`config.mk`:
```
export PLATFORM = sky130hd
export DESIGN_NAME = dsm_fifo
export DESIGN_NICKNAME = d
export VERILOG_FILES = /design/src/design/dsm_fifo.sv
export SDC_FILE = /design/constraint.sdc
export NUM_CORES = 1
export LEC_CHECK = 0
export BUFFER_PORTS_ARGS = -buffer_cell sky130_fd_sc_hd__buf_2
export CAP_MARGIN = 0
export CELL_PAD_IN_SITES_DETAIL_PLACEMENT = 1
export CELL_PAD_IN_SITES_GLOBAL_PLACEMENT = 1
export CORE_ASPECT_RATIO = 1.1
export CORE_MARGIN = 3
export CORE_UTILIZATION = 35
export DETAILED_ROUTE_END_ITERATION = 10
export GPL_ROUTABILITY_DRIVEN = 0
export PLACE_DENSITY = 0.68
export SYNTH_ARGS = -nofsm -noshare
export SYNTH_HDL_FRONTEND = slang
export SYNTH_SLANG_ARGS = --single-unit
```
`constraint.sdc`:
```
create_clock -name i_clk -period 1.75 [get_ports i_clk]
set_clock_uncertainty 0.2 [all_clocks]
set_input_delay 0.175 -clock i_clk [delete_from_list [all_inputs] [get_ports i_clk]]
set_output_delay 0.175 -clock i_clk [all_outputs]
set_load 0.02 [all_outputs]
```
`src/design/dsm_fifo.sv`:
```
// small synchronous queue with full and empty flags
// no dependencies
module dsm_fifo #(
    parameter int WIDTH = 8,
    parameter int DEPTH = 2
) (
    input  logic             i_clk,
    input  logic             i_rst_n,
    input  logic             i_push,
    input  logic [WIDTH-1:0] i_data,
    output logic             o_full,
    input  logic             i_pop,
    output logic [WIDTH-1:0] o_data,
    output logic             o_empty
);

    localparam int PW = (DEPTH > 1) ? $clog2(DEPTH) : 1;

    logic [WIDTH-1:0] r_mem [DEPTH];
    logic [PW-1:0]    r_wr_ptr;
    logic [PW-1:0]    r_rd_ptr;
    logic [PW:0]      r_count;
    logic             wr;
    logic             rd;

    assign o_full  = (r_count == (PW+1)'(DEPTH));
    assign o_empty = (r_count == '0);
    assign wr      = i_push && !o_full;
    assign rd      = i_pop && !o_empty;
    assign o_data  = r_mem[r_rd_ptr];

    always_ff @(posedge i_clk) begin
        if (!i_rst_n) begin
            r_wr_ptr <= '0;
            r_rd_ptr <= '0;
            r_count  <= '0;
        end else begin
            if (wr) begin
                r_wr_ptr <= (r_wr_ptr == PW'(DEPTH - 1)) ? '0 : r_wr_ptr + 1'b1;
            end
            if (rd) begin
                r_rd_ptr <= (r_rd_ptr == PW'(DEPTH - 1)) ? '0 : r_rd_ptr + 1'b1;
            end
            if (wr && !rd) begin
                r_count <= r_count + 1'b1;
            end else if (rd && !wr) begin
                r_count <= r_count - 1'b1;
            end
        end
    end

    always_ff @(posedge i_clk) begin
        if (wr) begin
            r_mem[r_wr_ptr] <= i_data;
        end
    end

endmodule

```
==> results.md <==
* Status: finished clean
* Vias in the first global route at 567
* Worst-skew pair later-pin latency at 0.29 ns
* Vias at 524
* PD cells at 1360 mW/mm^2
* MaxCap Viol Count at 0
* Maximum fanout along the worst path at 5
* P&R area growth vs syn at 37.6%
* Die Ht at 56.4 microns
* CP startpoint kind: flip-flop
* F_max at 590 MHz
* Finish-stage setup viols at 0
* Critical Path RT at 1.78 ns
* Sequential area share after synthesis at 71.7%
* Post-DP HPWL at 933 microns
* Htree depth at 1
* GRT Total Usage at 10.7%
* Post-Syn Area per Cell at 16.2 sq um
* DR WL/cell at 12.3 microns
* Post-route cell area at 0.00111 sq mm
* Net count after synthesis at 63
* DR DRC count at 0
* Maximum vdd ir drop at 0.845 mV
* Worst slew pin tran at 0.217 ns
* Worst setup EP type: flip-flop
* Clock Sinks at 21
* Fin. Hold Viols at 0
* Max-slew headroom at 85.5%
* Antenna-violating nets left at 0
* Num ports at 22
* Share of cells above drive strength 1 at 50.0%
* YS warnings at 0
* Multi-input logic area at 224 sq um
* CTS Root Cell: clkbuf_4
* IO Port Bufs at 21
* Cells after Synth at 50
* Avg Vias per Cell at 4.52
* Drt pass-1 iters at 4
* Synthesized flop and latch total at 21
* Fin nets at 102
* CTS clk-pin slew, worst paths at 0.11 ns
* DR iter-0 viols at 12
* Core box area at 0.00211 sq mm
* Final Cycle Share at 96.9%
* Setup WS pre-CTS at -0.0244 ns
* Clk buf depth at 2
* FILL cells at 210
* Global-route wire length before repair at 2.34 mm
* DP Area at 960 sq um
* Routed WL at 1.43 mm
* Setup slack after layout at 0.0548 ns
* Critical path arrival at 1.73 ns
* TritonCTS buffer count at 3
* Pwr Total at 0.00152 W
* Initial Utilization at 38.4%
* Remaining Overflow, GRT at 0
* Initial antenna violation count at 0
* Antenna cell count at 0
* CTS tree: done
* Lkg Pwr at 0.449 nW
* Die X at 51.9 microns
* Largest net degree at the start of global routing at 13
* Mapped Area at 810 sq um
* Fin. max-slew vios at 0
* Sequential cell area at 587 sq um
* Critical path start-end classification: flip-flop to flip-flop
* Post-layout util at 52.9%
* Setup TNS at 0 ns
* Worst Hold Class: input pin to flip-flop
* Die area at 0.00293 sq mm
* Std-Cell Rows at 17
* Yosys cell types at 20
* Minimum clock period at 1.70 ns
per-layer routing:
layer	up-vias	wire [microns]	track usage [%]
li1	258	-	-
met3	4	62	2.39
met2	14	732	16.7
met1	248	608	13.6
met4	0	23	5.62
met5	-	0	0
power by group:
part / internal, W / total (W) / switching, W
clock: 0.0000851 / 0.000221 / 0.000136
sequential: 0.000646 / 0.000720 / 0.0000739
combinational: 0.000289 / 0.000576 / 0.000286
total: 0.00102 / 0.00152 / 0.000496
cell families (layout without fill, tap and decap cells):
group | after synthesis | count (layout) | share of synthesized area [%]
flops | 21 | 21 | 71.7
simple gates | 9 | 9 | 6.80
mux | 8 | 8 | 11.1
compound gates | 5 | 5 | 4.02
xor+xnor | 3 | 3 | 3.25
buf+inv | 3 | 41 | 1.54
fa+ha+maj | 1 | 1 | 1.55
layout make-up:
type / instances / share of cell area, %
clock buffers: 3 / 2.02
repair buffers: 35 / 20.9
clock inverters: 1 / 0.449
inverters: 2 / 0.674
multi-input cells: 26 / 20.1
well taps: 28 / 3.15
flip-flops and latches: 21 / 52.7
flip-flops by register name (all words and copies together), names as in the netlist, named ones only:
register / count
r_count: 2
r_mem: 16
r_rd_ptr: 1
r_wr_ptr: 1
layout by cell type (no fill, tap or decap):
cell / synthesis / layout
dlygate4sd3_1: 0 / 9
clkinv_2: 0 / 1
dfxtp_2: 0 / 2
inv_2: 1 / 1
or3_1: 1 / 1
clkbuf_4: 0 / 3
ha_1: 1 / 1
inv_1: 1 / 1
nand2b_4: 0 / 1
and3_1: 1 / 1
a21boi_1: 1 / 1
buf_2: 1 / 21
and2_1: 3 / 3
o21ai_0: 1 / 1
o21ai_1: 1 / 1
nor3_2: 1 / 1
edfxtp_1: 16 / 16
a21boi_0: 1 / 1
xor2_1: 1 / 1
o21a_1: 1 / 1
dfxtp_4: 0 / 1
nor2_1: 2 / 2
mux2_2: 8 / 8
buf_4: 0 / 5
xnor2_1: 2 / 2
dfxtp_1: 5 / 2
worst max-delay path, cell delays in order, from the launching register on:
cell      delay, ns
dfxtp_4        0.38
nand2b_4       0.15
inv_2          0.05
nor2_1         0.04
ha_1           0.32
or3_1          0.38
a21boi_1       0.12
path summary, 6_finish.rpt:
kind              slack (ns)  cells after the start          to       start
setup / recovery        0.05                      6  r_count[1]  r_count[0]
hold / removal          0.04                      3    r_wr_ptr      i_push
setup reg to reg        0.05                      6  r_count[1]  r_count[0]
hold reg to reg         0.36                      2  r_count[1]  r_count[1]
per-stage QoR:
stage / cells / hold slack [ns]
after floorplan: 50 / 0.0739
after global placement: 100 / 0.162
after detailed placement: 100 / 0.171
after CTS: 113 / 0.0300
after global routing: 116 / 0.0511
final: 116 / 0.0449
synthesized netlist by cell type:
cell type | instances | share of area (%)
a21boi_0 | 1 | 0.93
a21boi_1 | 1 | 0.93
and2_1 | 3 | 2.3
and3_1 | 1 | 0.77
buf_2 | 1 | 0.62
dfxtp_1 | 5 | 12
edfxtp_1 | 16 | 59
ha_1 | 1 | 1.5
inv_1 | 1 | 0.46
inv_2 | 1 | 0.46
mux2_2 | 8 | 11
nand2b_1 | 1 | 0.77
nor2_1 | 2 | 0.93
nor3_2 | 1 | 1.2
o21a_1 | 1 | 0.93
o21ai_0 | 1 | 0.62
o21ai_1 | 1 | 0.62
or3_1 | 1 | 0.77
xnor2_1 | 2 | 2.2
xor2_1 | 1 | 1.1
timing repair:
action | CTS | global route
endpoints found under the hold margin | 21 | 0
gates cloned | 0 | 0
hold buffers | 9 | 0
resized for setup | 2 | 3
setup endpoints to repair | 9 | 1
setup buffers | 0 | 3
pin swaps | 0 | 2
(Power assumes the default switching activity.)
