### src/design/dsm_pkg.sv
// shared types and constants of the drum sample mixer
// no dependencies
package dsm_pkg;

    localparam int KIND_W    = 2;
    localparam int DRUM_W    = 3;
    localparam int INDEX_W   = 14;
    localparam int SAMPLE_W  = 16;
    localparam int MIX_W     = 19;
    localparam int POS_W     = 15;
    localparam int LEN_W     = 15;
    localparam int GAIN_W    = 2;
    localparam int CFG_IDX_W = 3;
    localparam int LEN_REGS  = 7;
    localparam int LEN_IDX_W = 3;
    localparam int CMD_DEPTH = 2;
    localparam int RES_DEPTH = 2;

    // input kind codes
    localparam logic [KIND_W-1:0] KIND_TICK    = 2'd0;
    localparam logic [KIND_W-1:0] KIND_TRIGGER = 2'd1;
    localparam logic [KIND_W-1:0] KIND_LOAD    = 2'd2;

    // configuration register indexes
    localparam logic [CFG_IDX_W-1:0] CFG_GAIN_SHIFT = 3'd7;

    localparam logic [GAIN_W-1:0]     GAIN_RESET = 2'd1;
    localparam logic signed [16:0]    PCM_BIAS   = 17'sd32768;

    typedef enum logic [1:0] {
        OP_TICK,
        OP_TRIGGER,
        OP_LOAD
    } t_op;

    typedef struct packed {
        t_op                  op;
        logic [DRUM_W-1:0]    drum;
        logic [INDEX_W-1:0]   index;
        logic [SAMPLE_W-1:0]  value;
    } t_cmd;

    typedef enum logic [1:0] {
        ST_IDLE,
        ST_TICK,
        ST_DRAIN
    } t_state;

endpackage

### src/design/dsm_fifo.sv
// small synchronous queue with full and empty flags
// no dependencies
module dsm_fifo #(
    parameter int WIDTH = 8,
    parameter int DEPTH = 2
) (
    input  logic             i_clk,
    input  logic             i_rst_n,
    input  logic             i_push,
    input  logic [WIDTH-1:0] i_data,
    output logic             o_full,
    input  logic             i_pop,
    output logic [WIDTH-1:0] o_data,
    output logic             o_empty
);

    localparam int PW = (DEPTH > 1) ? $clog2(DEPTH) : 1;

    logic [WIDTH-1:0] r_mem [DEPTH];
    logic [PW-1:0]    r_wr_ptr;
    logic [PW-1:0]    r_rd_ptr;
    logic [PW:0]      r_count;
    logic             wr;
    logic             rd;

    assign o_full  = (r_count == (PW+1)'(DEPTH));
    assign o_empty = (r_count == '0);
    assign wr      = i_push && !o_full;
    assign rd      = i_pop && !o_empty;
    assign o_data  = r_mem[r_rd_ptr];

    always_ff @(posedge i_clk) begin
        if (!i_rst_n) begin
            r_wr_ptr <= '0;
            r_rd_ptr <= '0;
            r_count  <= '0;
        end else begin
            if (wr) begin
                r_wr_ptr <= (r_wr_ptr == PW'(DEPTH - 1)) ? '0 : r_wr_ptr + 1'b1;
            end
            if (rd) begin
                r_rd_ptr <= (r_rd_ptr == PW'(DEPTH - 1)) ? '0 : r_rd_ptr + 1'b1;
            end
            if (wr && !rd) begin
                r_count <= r_count + 1'b1;
            end else if (rd && !wr) begin
                r_count <= r_count - 1'b1;
            end
        end
    end

    always_ff @(posedge i_clk) begin
        if (wr) begin
            r_mem[r_wr_ptr] <= i_data;
        end
    end

endmodule

### src/design/dsm_front.sv
// front end: accepts input transactions, drops ignored ones, queues commands
// depends on dsm_pkg and dsm_fifo
module dsm_front #(
    parameter int VOICE_COUNT  = 7,
    parameter int SAMPLE_DEPTH = 16384
) (
    input  logic                          i_clk,
    input  logic                          i_rst_n,
    input  logic                          push,
    output logic                          full,
    input  logic [dsm_pkg::KIND_W-1:0]    i_kind,
    input  logic [dsm_pkg::DRUM_W-1:0]    i_drum,
    input  logic [dsm_pkg::INDEX_W-1:0]   i_sample_index,
    input  logic [dsm_pkg::SAMPLE_W-1:0]  i_sample_value,
    output logic                          o_cmd_valid,
    output dsm_pkg::t_cmd                 o_cmd,
    input  logic                          i_cmd_pop
);

    import dsm_pkg::*;

    t_cmd                 cmd;
    logic                 keep;
    logic                 drum_ok;
    logic                 index_ok;
    logic                 cmd_empty;
    logic [$bits(t_cmd)-1:0] head;

    assign drum_ok  = (int'(i_drum) < VOICE_COUNT);
    assign index_ok = (int'(i_sample_index) < SAMPLE_DEPTH);

    always_comb begin
        cmd.drum  = i_drum;
        cmd.index = i_sample_index;
        cmd.value = i_sample_value;
        cmd.op    = OP_TICK;
        keep      = 1'b0;
        unique case (i_kind)
            KIND_TICK: begin
                keep = 1'b1;
            end
            KIND_TRIGGER: begin
                cmd.op = OP_TRIGGER;
                keep   = drum_ok;
            end
            KIND_LOAD: begin
                cmd.op = OP_LOAD;
                keep   = drum_ok && index_ok;
            end
            default: begin
                keep = 1'b0;
            end
        endcase
    end

    dsm_fifo #(
        .WIDTH ($bits(t_cmd)),
        .DEPTH (CMD_DEPTH)
    ) u_cmd_q (
        .i_clk   (i_clk),
        .i_rst_n (i_rst_n),
        .i_push  (push && !full && keep),
        .i_data  (cmd),
        .o_full  (full),
        .i_pop   (i_cmd_pop),
        .o_data  (head),
        .o_empty (cmd_empty)
    );

    assign o_cmd_valid = !cmd_empty;
    assign o_cmd       = t_cmd'(head);

endmodule

### config.mk
export PLATFORM = sky130hd
export DESIGN_NAME = dsm_front
export DESIGN_NICKNAME = d
export VERILOG_FILES = /design/src/design/dsm_pkg.sv /design/src/design/dsm_fifo.sv /design/src/design/dsm_front.sv
export SDC_FILE = /design/constraint.sdc
export NUM_CORES = 1
export LEC_CHECK = 0
export ABC_CLOCK_PERIOD_IN_PS = 7050
export BUFFER_PORTS_ARGS = -buffer_cell sky130_fd_sc_hd__buf_2
export CAP_MARGIN = 20
export CORE_ASPECT_RATIO = 2
export CORE_MARGIN = 2
export CORE_UTILIZATION = 30
export CTS_BUF_LIST = sky130_fd_sc_hd__clkbuf_16
export DETAILED_ROUTE_END_ITERATION = 12
export PLACE_DENSITY = 0.51
export SLEW_MARGIN = 10
export SYNTH_ARGS = -nofsm -noshare
export SYNTH_HDL_FRONTEND = slang
export SYNTH_SLANG_ARGS = --single-unit
### constraint.sdc
create_clock -name i_clk -period 7.05 [get_ports i_clk]
set_input_delay 0.3525 -clock i_clk [delete_from_list [all_inputs] [get_ports i_clk]]
set_output_delay 0.3525 -clock i_clk [all_outputs]
set_load 0.01 [all_outputs]
==> reports/results.ini, run 1 <==
[sta]
grt_setup_unrepaired=false
hold_viol=0
final_max_slew_viol_count=0
fin_setup_tns_ns=0
period_needed_ns=2.171
worst_pin_slew_ns=1.021
fin_crit_sh_pct=30.79
slew_headroom_pct=31.79
finalClockSkew_ns=0.006488
setup_violations=0
max_freq_mhz=460.6

[floorplan]
dieArea_um2=10310
die_h_um=141.6
boundaryPins=76
die_w_um=72.82
coreArea_um2=9259
initial_utilization_pct=30.69
num_rows=50

[worst_setup_path]
crit_type=reg2reg
r2r_slack_ns=4.88
cp.required_ns=6.99
cp-start-kind=flop
endpoint_kind=flop
worstPathMaxFanout=35
reg2reg_to=u_cmd_q.r_mem[0][27]
r2r_start=u_cmd_q.r_count[0]
arrival_ns=2.11
r2r_cells=3

[finish]
seqCellArea_um2=2203
final_cell_mix=75 x buf_2, 70 x edfxtp_1, 35 x mux2_2, 9 x clkbuf_16
multi_input_area_um2=620.6
antennaDiodeCount=0
layout.nets=268
area_delta_synth_final_pct=26.42
drive_gt1_share_pct=55.46
fillers=938
final_common_cell=buf_2

[clocking]
cts_setup_buffers=0
cts_buffer_depth=2
cts_hold_buf=0
htreeDepth=3
cts_root_buffer=clkbuf_16
cts.sinks=75
clk_latency_ns=0.33
clkTransAtPathRegs_ns=0.05
cts_made_buffers=9
cts_resized=0
cts_tree=done

[logic_synthesis]
ys_warn_count=0
syn_avg_cell_area_um2=20.01
syn_area_um2=2841
ys_seq_area_share_pct=77.50
ys_ff_latch=75
synth_cell_types=21
syn-instance-count=142
synth_nets=186

[detailed_routing]
met2WireLength_um=2878
routed_via_density=4.468
top_layer=met4
drtIter0Drc=106
vias=1488
drt_wl_total_um=5099
drc=0
wl_per_cell_um=15.31
ant_nets=0
wirelength_met1_um=1799
drt_first_pass_iters=5
dr_wl_met3_um=302

[grt]
antenna_found_initial=0
overflow=0
track_usage_pct=11.05
grt_pass1_vias=1693
grt_max_degree=36
grt_pass1_wl_um=8231

[run_status]
status=finished clean

[power_and_ir_drop]
finalPower_mw=1.219
power_leakage_nw=1.359
power_density_nw_per_um2=339.3
ir_drop_v=0.0001809

[placement]
gp_congestion=0.6579
dp.final_hpwl_um=3398
io_buffers=75

[worst_hold_path]
hold_end=u_cmd_q.r_mem[1][2]
min-delay-start=i_sample_value[2]
hold_class=in2reg
holdPathStages=1

[run]
maxCapViolCount=0

## worst max path at each step
stage	start	end	depth (start not counted)
4_1_cts	u_cmd_q.r_count[0]	u_cmd_q.r_mem[0][3]	3
6_report	u_cmd_q.r_count[0]	u_cmd_q.r_mem[0][27]	3
3_3_place_gp	i_kind[0]	u_cmd_q.r_mem[0][3]	6
3_5_place_dp	i_kind[0]	u_cmd_q.r_mem[0][3]	6
5_1_grt	u_cmd_q.r_count[0]	u_cmd_q.r_mem[0][24]	3
2_1_floorplan	i_kind[0]	u_cmd_q.r_mem[0][0]	5
## report_power, final
part           switching [mW]  internal [mW]  total [mW]  leakage, nW
clock                   0.157          0.231       0.387        0.140
combinational           0.114          0.139       0.253        0.537
sequential             0.0440          0.535       0.579        0.682
## worst max-delay path, cell delays in order, from the launching register on
cell,delay (ns)
dfxtp_1,0.41
nor2b_1,0.11
nor4_4,0.35
nor2b_4,0.90
## registers in the layout, summed over array words and instances, names as in the netlist, named ones only
signal / cells
u_cmd_q.r_rd_ptr: 1
u_cmd_q.r_wr_ptr: 1
u_cmd_q.r_count: 2
u_cmd_q.r_mem: 70
## layout make-up
type / instances / share of cell area, %
Sequential cell: 75 / 61.34
Multi-Input combinational cell: 61 / 17.28
Timing Repair Buffer: 75 / 10.45
Clock buffer: 9 / 6.270
Tap cell: 104 / 3.622
Clock inverter: 7 / 0.8359
Inverter: 2 / 0.2090
## synth_stat cells
| library cell | instances | share of area, % |
|---|---|---|
| mux2_2 | 35 | 14 |
| dfxtp_1 | 5 | 3.5 |
| and2_1 | 4 | 0.88 |
| nor2_1 | 1 | 0.13 |
| or2_2 | 1 | 0.22 |
| nor2b_1 | 2 | 0.44 |
| and4b_1 | 1 | 0.35 |
| edfxtp_1 | 70 | 74 |
| buf_2 | 4 | 0.70 |
| nor4_4 | 1 | 0.75 |
| xor2_1 | 1 | 0.31 |
| a21boi_0 | 1 | 0.26 |
| inv_1 | 2 | 0.26 |
| o21ai_0 | 1 | 0.18 |
| xnor2_1 | 2 | 0.62 |
| or3_1 | 1 | 0.22 |
| o21ai_1 | 1 | 0.18 |
| ha_1 | 5 | 2.2 |
| nand2_1 | 1 | 0.13 |
| mux2i_1 | 1 | 0.35 |
| nand2b_1 | 2 | 0.44 |
## through the flow
stage,std cells,hold slack (ns),setup WS (ns),util [%],cell area [um^2]
final,333,0.2152,4.879,38.80,3592
after global routing,333,0.1938,4.634,38.80,3592
after CTS,333,0.1971,4.782,38.80,3592
after detailed placement,317,0.5082,4.466,36.04,3337
after global placement,317,0.4972,4.484,36.04,3337
after floorplan,142,0.4514,3.941,-,2841
## cells by family after synthesis
kind of cell	share of synthesized area (%)
fa+ha+maj	2.202
compound gates	0.6162
simple gates	3.566
flops	77.50
mux	14.22
buf+inv	0.9689
xor+xnor	0.9249
## routing by layer
layer / global-route usage, % / vias up
met4: 6.140 / 0
met5: 0 / -
met1: 10.26 / 721
li1: - / 708
met2: 19.71 / 49
met3: 4.474 / 10
No activity file was read; power rests on OpenSTA's default activity.
==> inputs of run 2 (changes only) <==
--- a/config.mk
+++ b/config.mk
@@ -5,7 +5,7 @@
 export SDC_FILE = /design/constraint.sdc
 export NUM_CORES = 1
 export LEC_CHECK = 0
-export ABC_CLOCK_PERIOD_IN_PS = 7050
+export ABC_CLOCK_PERIOD_IN_PS = 2070
 export BUFFER_PORTS_ARGS = -buffer_cell sky130_fd_sc_hd__buf_2
 export CAP_MARGIN = 20
 export CORE_ASPECT_RATIO = 2
==> constraint.sdc (replaced) <==
create_clock -name i_clk -period 2.07 [get_ports i_clk]
set_input_delay 0.1035 -clock i_clk [delete_from_list [all_inputs] [get_ports i_clk]]
set_output_delay 0.1035 -clock i_clk [all_outputs]
set_load 0.01 [all_outputs]
==> run 2 against run 1 <==
Die area unchanged. Clock-buffer cell count is the same. Worst hold slack worse by 0.15 ns. Critical path type is now in2reg. Largest power group unchanged. Highest routed layer unchanged.
==> reports/results.ini, run 2 (synthesis gave the netlist of run 1 again) <==
[finish]
final_core_util_pct=43.23  ; was 38.80%
regMostFlops=u_cmd_q.r_mem  ; unchanged
final_cell_mix=75 x buf_2, 70 x edfxtp_1, 35 x mux2_2, 33 x dlygate4sd3_1, 9 x clkbuf_16  ; was 75 x buf_2, 70 x edfxtp_1, 35 x mux2_2, 9 x clkbuf_16
area_delta_synth_final_pct=40.86  ; was 26.42%
layout.nets=304  ; was 268
drive_gt1_share_pct=48.86  ; was 55.46%
largest_reg_flops=70  ; unchanged
final_common_cell=buf_2  ; unchanged
reg_top3=u_cmd_q.r_mem x70, u_cmd_q.r_count x2  ; unchanged
final_cells=368  ; was 333
antennaDiodeCount=0  ; unchanged
fillers=873  ; was 938

[worst_setup_path]
r2r_start=u_cmd_q.r_count[0]  ; unchanged
r2r_cells=5  ; was 3
worstPathMaxFanout=4  ; was 35
crit_type=in2reg  ; was reg2reg
cp-start-kind=primary input  ; was flop
arrival_ns=2.10  ; was 2.11 ns
endpoint_kind=flop  ; unchanged
r2r_slack_ns=0.23  ; was 4.88 ns
critical_path.startpoint=i_drum[1]  ; was u_cmd_q.r_count[0]
cp.required_ns=2.32  ; was 6.99 ns
reg2reg_to=u_cmd_q.r_count[1]  ; was u_cmd_q.r_mem[0][27]
crit_path_end=u_cmd_q.r_count[1]  ; was u_cmd_q.r_mem[0][27]

[placement]
dp.final_hpwl_um=3502  ; was 3398 um
dp_cells=320  ; was 317
dp_slack_ns=0.1619  ; was 4.466 ns
gp_congestion=0.6314  ; was 0.6579
io_buffers=75  ; unchanged

[sta]
setup_violations=0  ; unchanged
max_freq_mhz=541.3
setup_ws_ns=0.2227  ; was 4.879 ns
final_max_slew_viol_count=0  ; unchanged
finalClockSkew_ns=0.004661  ; was 0.006488 ns
fin_crit_sh_pct=89.24
fin_setup_tns_ns=0  ; unchanged
hold_viol=0  ; unchanged
grt_setup_unrepaired=false  ; unchanged
slew_headroom_pct=75.16  ; was 31.79%
period_needed_ns=1.847
worst_pin_slew_ns=0.3726  ; was 1.021 ns

[run_status]
status=finished clean  ; unchanged

[grt]
grt_pass1_wl_um=8355  ; was 8231 um
antenna_found_initial=0  ; unchanged
met1_usage_pct=11.25  ; was 10.26%
grt_max_degree=36  ; unchanged
track_usage_pct=11.15  ; was 11.05%
grt.busiest_layer=met2  ; unchanged
grt_pass1_vias=1739  ; was 1,693
use_met2_pct=19.52  ; was 19.71%
overflow=0  ; unchanged
grt_use_met3_pct=3.906  ; was 4.474%

[detailed_routing]
wl_per_cell_um=14.77  ; was 15.31 um
ant_nets=0  ; unchanged
vias=1638  ; was 1,488
drt_first_pass_iters=3  ; was 5
drc=0  ; unchanged
routed_via_density=4.451  ; was 4.468
drt_wl_total_um=5437  ; was 5099 um
drtIter0Drc=124  ; was 106

[power_and_ir_drop]
power_leakage_nw=1.525  ; was 1.359 nW
ir_drop_v=0.0005581  ; was 0.0001809 V
power_density_nw_per_um2=1091  ; was 339.3 nW/um^2
finalPower_mw=4.367  ; was 1.219 mW

[clocking]
clk_latency_ns=0.32  ; was 0.33 ns
clkTransAtPathRegs_ns=0.05  ; about the same
cts.sinks=75  ; unchanged
cts_root_buffer=clkbuf_16  ; unchanged
cts_made_buffers=9  ; unchanged
cts_tree=done  ; unchanged
cts_resized=0  ; unchanged
cts_buffer_depth=2  ; unchanged
htreeDepth=3  ; unchanged

[floorplan]
initial_utilization_pct=30.69  ; unchanged
die_h_um=141.6  ; unchanged
die_w_um=72.82  ; unchanged
num_rows=50  ; unchanged
coreArea_um2=9259  ; unchanged
dieArea_um2=10310  ; unchanged
boundaryPins=76  ; unchanged

[worst_hold_path]
hold_class=in2reg  ; unchanged

[run]
maxCapViolCount=0  ; unchanged

==> run 2: cell count changes in the layout (fill, tap and decap cells not counted) <==
cell,before,now
buf_12,0,3
bufinv_16,0,1
clkinv_1,1,2
clkinv_2,3,1
dlygate4sd3_1,0,33
inv_1,5,4
==> run 2: timing repair <==
item	CTS	global route
hold endpoints to repair	66	0
buffers inserted	0	0
hold buffers	33	0
==> run 2: worst min-delay path by stage <==
stage | from | end | depth (start not counted)
after floorplan | i_sample_value[0] | u_cmd_q.r_mem[0][0] | 0
after global placement | i_sample_value[7] | u_cmd_q.r_mem[1][7] | 1
after detailed placement | i_sample_value[7] | u_cmd_q.r_mem[1][7] | 1
after CTS | i_rst_n | u_cmd_q.r_count[0] | 2
after global routing | i_rst_n | u_cmd_q.r_rd_ptr | 2
final | i_rst_n | u_cmd_q.r_count[0] | 2
==> run 2: layer usage <==
metal | share of wire [%] | vias up
li1 | - | 780
met1 | 38 | 795
met2 | 54 | 57
met3 | 6.4 | 6
met4 | 1.6 | 0
met5 | 0 | -
==> run 2: worst max-delay path: stages <==
cell           delay (ns)
dlygate4sd3_1        0.52
buf_2                0.14
and4b_1              0.22
nor4_4               0.25
ha_1                 0.33
or3_1                0.36
a21boi_0             0.16
==> run 2: metrics by stage <==
stage / area [um^2] / hold slack [ns]
floorplan: 2850 / 0.2024
global placement: 3397 / 0.2918
detailed placement: 3397 / 0.2948
CTS: 4003 / 0.05509
global route: 4003 / 0.06776
finish: 4003 / 0.06131
==> run 2: power breakdown <==
group / switching, mW / total [mW] / internal [mW] / leakage [nW]
Clock: 0.524 / 1.43 / 0.905 / 0.143
Sequential: 0.0918 / 1.91 / 1.82 / 0.682
Combinational: 0.472 / 1.03 / 0.555 / 0.700
Total: 1.09 / 4.37 / 3.28 / 1.52
==> run 2: layout make-up <==
| type | count | area, um^2 | share of cell area, % |
|---|---|---|---|
| Sequential cell | 75 | 2203 | 55.05 |
| Clock inverter | 6 | 50.05 | 1.250 |
| Multi-Input combinational cell | 61 | 620.6 | 15.50 |
| Tap cell | 104 | 130.1 | 3.251 |
| Timing Repair Buffer | 111 | 765.7 | 19.13 |
| Inverter | 2 | 7.507 | 0.1876 |
| Clock buffer | 9 | 225.2 | 5.627 |
